**src/hw/rtl/ped_pkg.sv**
```systemverilog
// Shared types and constants of the point to ellipsoid distance block.
package ped_pkg;

  localparam int unsigned AXIS_W  = 31;
  localparam int unsigned COORD_W = 32;

  localparam logic [1:0] REG_AXIS_MAJOR  = 2'd0;
  localparam logic [1:0] REG_AXIS_MIDDLE = 2'd1;
  localparam logic [1:0] REG_AXIS_MINOR  = 2'd2;

  // Largest magnitude a nearest-point coordinate may take.
  localparam logic [63:0] MAG_MAX = 64'h0000_0000_7FFF_FFFF;

  localparam logic [6:0] MUL_STEPS  = 7'd4;
  localparam logic [6:0] WORD_STEPS = 7'd64;

  typedef enum logic [1:0] {
    OP_MUL,
    OP_DIV,
    OP_SQRT
  } alu_op_e;

  // MUL: a * b.  DIV: x / b, saturated.  SQRT: floor root of x.
  typedef struct packed {
    alu_op_e      op;
    logic [63:0]  a;
    logic [63:0]  b;
    logic [127:0] x;
  } alu_req_t;

endpackage

```
**src/hw/rtl/ped_alu.sv**
```systemverilog
// Shared multi-cycle multiply, divide and square root unit.
module ped_alu import ped_pkg::*; (
  input  logic         clk_i,
  input  logic         rst_ni,
  input  logic         start_i,
  input  alu_req_t     req_i,
  output logic         done_o,
  output logic [127:0] res_o
);

  logic          busy_q;
  logic [6:0]    cnt_q;
  alu_op_e       op_q;
  logic          sat_q;
  logic [63:0]   a_q, b_q;
  logic [127:0]  acc_q;
  logic [66:0]   rem_q;
  logic [63:0]   root_q;

  logic [6:0]    cm1;
  logic [31:0]   pa, pb;
  logic [63:0]   pp;
  logic [1:0]    sh;
  logic [127:0]  pp_sh;
  logic [63:0]   drem, dnew;
  logic          dge;
  logic [66:0]   srem, strial;
  logic          sge;
  logic          sat_w;

  assign cm1   = cnt_q - 7'd1;
  assign pa    = cm1[1] ? a_q[63:32] : a_q[31:0];
  assign pb    = cm1[0] ? b_q[63:32] : b_q[31:0];
  assign pp    = 64'(pa) * 64'(pb);
  assign sh    = 2'(cm1[1]) + 2'(cm1[0]);
  assign pp_sh = {64'd0, pp} << {sh, 5'd0};

  // restoring divide: carry out of the remainder forces a subtract
  assign drem = {rem_q[62:0], acc_q[63]};
  assign dge  = rem_q[63] || (drem >= b_q);
  assign dnew = dge ? drem - b_q : drem;

  assign srem   = {rem_q[64:0], acc_q[127:126]};
  assign strial = {1'b0, root_q, 2'b01};
  assign sge    = srem >= strial;

  assign sat_w = (req_i.b == 64'd0) || (req_i.x[127:64] >= req_i.b);

  assign done_o = busy_q && (cnt_q == 7'd0);

  always_comb begin
    unique case (op_q)
      OP_MUL:  res_o = acc_q;
      OP_DIV:  res_o = sat_q ? {64'd0, {64{1'b1}}} : {64'd0, acc_q[63:0]};
      OP_SQRT: res_o = {64'd0, root_q};
      default: res_o = '0;
    endcase
  end

  always_ff @(posedge clk_i or negedge rst_ni) begin
    if (!rst_ni) begin
      busy_q <= 1'b0;
      cnt_q  <= 7'd0;
    end else if (start_i && !busy_q) begin
      busy_q <= 1'b1;
      if (req_i.op == OP_MUL) begin
        cnt_q <= MUL_STEPS;
      end else if (req_i.op == OP_DIV && sat_w) begin
        cnt_q <= 7'd0;
      end else begin
        cnt_q <= WORD_STEPS;
      end
    end else if (busy_q) begin
      if (cnt_q == 7'd0) begin
        busy_q <= 1'b0;
      end else begin
        cnt_q <= cm1;
      end
    end
  end

  always_ff @(posedge clk_i) begin
    if (start_i && !busy_q) begin
      op_q   <= req_i.op;
      a_q    <= req_i.a;
      b_q    <= req_i.b;
      sat_q  <= sat_w;
      root_q <= 64'd0;
      unique case (req_i.op)
        OP_MUL: begin
          acc_q <= '0;
          rem_q <= '0;
        end
        OP_DIV: begin
          acc_q <= {64'd0, req_i.x[63:0]};
          rem_q <= 67'(req_i.x[127:64]);
        end
        default: begin
          acc_q <= req_i.x;
          rem_q <= '0;
        end
      endcase
    end else if (busy_q && cnt_q != 7'd0) begin
      unique case (op_q)
        OP_MUL: acc_q <= acc_q + pp_sh;
        OP_DIV: begin
          rem_q       <= 67'(dnew);
          acc_q[63:0] <= {acc_q[62:0], dge};
        end
        default: begin
          rem_q  <= sge ? srem - strial : srem;
          acc_q  <= acc_q << 2;
          root_q <= {root_q[62:0], sge};
        end
      endcase
    end
  end

endmodule
```
**config.mk**
```make
export PLATFORM = sky130hd
export DESIGN_NAME = ped_alu
export DESIGN_NICKNAME = d
export VERILOG_FILES = /design/src/hw/rtl/ped_pkg.sv /design/src/hw/rtl/ped_alu.sv
export SDC_FILE = /design/constraint.sdc
export NUM_CORES = 2
export LEC_CHECK = 0
export BUFFER_PORTS_ARGS = -buffer_cell sky130_fd_sc_hd__buf_2
export CORE_MARGIN = 4
export CORE_UTILIZATION = 55
export DETAILED_ROUTE_END_ITERATION = 10
export PLACE_DENSITY_LB_ADDON = 0.1
export SLEW_MARGIN = 25
export SYNTH_ARGS = -nofsm -noshare
export SYNTH_HDL_FRONTEND = slang
export SYNTH_SLANG_ARGS = --single-unit
export TNS_END_PERCENT = 20
```
**constraint.sdc**
```tcl
create_clock -name clk_i -period 13 [get_ports clk_i]
set_clock_uncertainty 0.1 [all_clocks]
set_input_delay 2.6 -clock clk_i [delete_from_list [all_inputs] [get_ports clk_i]]
set_output_delay 2.6 -clock clk_i [all_outputs]
set_load 0.05 [all_outputs]
```
==> out/metrics.cfg <==
[die]
rows=131
core_area_sq_um=127800
die_w_um=367.1
start_util=0.5547
dieArea_sq_um=134800
ios=390
fp.dieH_um=367.1

[sta]
tns_ns=0
hold_viol_final=0
fmax_mhz=77.56
fin_crit_sh=0.9918
slew_headroom=0.1988
worstMarginPinSlew_ns=1.198
setup_viol=0
period_needed_ns=12.89
slew_viol_final=0

[synthesis]
dominantRegCellSynth=edfxtp_1
synth_warnings=0
synth.most_common_cell=nand2_1
yosysTopAreaCell=fa_1
synth_fp_nets=10430
synthCells=8683
ys_seq_area_frac=0.1581
yosysTopAreaCellShare=0.2535
ys_ff_latch=396
ys_top_cells_by_count=1,202 x nand2_1, 1,156 x inv_1, 943 x nor2_1
synth_cell_type_count=100
async_reset_ff_frac=0.02020
syn_area_sq_um=70920
synth.avg_cell_area_sq_um=8.168
synth_edf_count=324
synthTopCellsByArea=fa_1 25%, edfxtp_1 14%, ha_1 10%, nand2_1 6.4%, inv_1 6.1%

[cts]
numCtsBuffers=52
root_buffer=clkbuf_16
path_clk_slew_ns=0.07
cts_max_level=2
cts_buffer_depth=3
clock_latency_ns=0.74
cts_sinks=396
cts_tree=done

[routing]
drt_pass1_iterations=7
drtIter0Drc=9596
routed_wl_mm=318.3
ant_nets=0
avgRoutedWirePerCell_um=29.84
avgViaCountPerCell=6.503
num_vias=69370
drc_errors=0

[global_route]
grt-busiest-layer=met2
use_met2=0.6730
grt_max_degree=98
use_met3=0.1219
grt_pass1_vias=68310
grt_pass1_wl_mm=457.1
grtUsageTotal=0.4607
antenna_found_initial=30
grt_use_met1=0.5855
grt_overflow_total=0

[placement]
port_buffers=389
routabilityCongestion=1.076
hpwl_mm=262.0
post_dp_cell_area_sq_um=75930

[critical_path]
start_kind=flop
r2r_cells=41
cp.arrival_ns=13.18
crit_path_end_kind=flop
crit_top_cell=fa_1
path_class=flop to flop
slowest_delay_ns=0.57
worst_r2r_endpoint=acc_q[89]$_DFFE_PP_
cpMaxStageDelayCell=a21boi_2
reg2reg_slack_ns=0.11
cp_max_fo=18
rr_startpoint=cnt_q[0]$_DFFE_PN0P_
required_ns=13.29

[worst_hold_path]
min_to=root_q[50]$_SDFFE_PP0P_
hp-start=root_q[49]$_SDFFE_PP0P_
holdPathStages=2
hp-class=flop to flop

[layout]
nFillCells=11410
drive_above_1_share=0.1095
area_delta_synth_final_pct=10.20
fin_area_sq_um=78160
nets=10690

[run]
maxCapViolCount=0

[status]
status=completed

kinds of logic after synthesis:
logic type                 count (synthesis)  share of synthesized area
AOI/OAI and AO/OA                       1996                     0.1788
xor gates and xnor gates                 298                    0.03680
adders and majority gates               1483                     0.3567
buffers and inverters                   1654                    0.08790
DFF                                      396                     0.1581
muxes                                    101                    0.01501
and+or+nand+nor                         2755                     0.1667
how the worst max path moves through the flow:
stage                               from                   end  cells after the start
global placement    cnt_q[0]$_DFFE_PN0P_  acc_q[127]$_DFFE_PP_                     45
floorplan           cnt_q[0]$_DFFE_PN0P_  acc_q[124]$_DFFE_PP_                     50
detailed placement  cnt_q[0]$_DFFE_PN0P_  acc_q[127]$_DFFE_PP_                     45
CTS                 cnt_q[0]$_DFFE_PN0P_  acc_q[127]$_DFFE_PP_                     45
finish              cnt_q[0]$_DFFE_PN0P_   acc_q[89]$_DFFE_PP_                     41
global route        cnt_q[0]$_DFFE_PN0P_  acc_q[127]$_DFFE_PP_                     45
critical path: cells and delay by family, from the launching register on:
family	cells	cell delay [ns]
adders and majority gates	10	4.84
AOI/OAI and AO/OA	14	3.90
buffers and inverters	7	1.27
xor gates and xnor gates	2	0.70
DFF	1	0.45
and+or+nand+nor	8	1.29
flip-flops by register name, indices dropped and copies added, names as in the netlist:
signal and cells:
b_q 64, rem_q 65, acc_q 128, op_q 2
busy_q 1, root_q 64, sat_q 1, cnt_q 7
a_q 64
repair_timing:
item,CTS,global route
endpoints found under the setup margin,4,44
gates cloned,0,4
hold buffers,0,0
pin swaps,0,6
setup buffers,0,8
resized for setup,5,37
cell type report:
class | count | area, sq um | share of cell area
diodes | 19 | 47.55 | 0.0006084
flip-flops and latches | 396 | 11210 | 0.1435
clock buffers | 64 | 1451 | 0.01857
multi-input cells | 6633 | 54010 | 0.6910
repair buffers | 704 | 4638 | 0.05935
clock inverters | 33 | 364.1 | 0.004659
inverters | 1157 | 4354 | 0.05571
well taps | 1662 | 2079 | 0.02661
per-layer routing:
metal	wire, um	vias up
met5	90	-
met4	31980	14
met3	41210	1063
met2	130800	5120
met1	114300	33640
li1	-	29540
layout by cell type (no fill, tap or decap), drive strengths merged, types with 19 or more instances in the layout:
cell type	netlist	layout
inv	1156	1159
nand2	1202	1202
a21boi	40	40
a21oi	566	566
xnor2	170	170
o21bai	89	89
a21o	211	211
nor3	53	53
nand2b	42	42
edfxtp	324	324
o31ai	25	25
nor2	944	944
nand3	76	76
a22oi	68	68
o22ai	36	36
dfxtp	64	64
o221ai	26	26
buf	30	703
a211oi	44	44
clkinv	1	24
clkbuf	467	65
nor2b	43	43
a31oi	46	46
o21ai	516	516
a32o	32	32
ha	585	585
mux2	40	40
or3	21	21
mux2i	61	61
and3	38	38
xor2	128	128
diode	0	19
nor4	32	32
nand4	142	142
o211ai	105	105
fa	898	898
and2	105	105
o21a	47	47
stage by stage:
stage	hold WS [ns]	worst slack [ns]	util	instances
2_1_floorplan	0.3496	0.4624	-	8683
3_3_place_gp	0.3651	-0.08628	0.5938	10540
3_5_place_dp	0.3786	-0.1256	0.5939	10540
4_1_cts	0.3851	0.03526	0.6083	10640
5_1_grt	0.4039	-0.1034	0.6110	10650
6_report	0.3753	0.1065	0.6113	10670
Power is not shown: default switching activity piles up to over one toggle a cycle in this logic, so the estimate is an artifact.
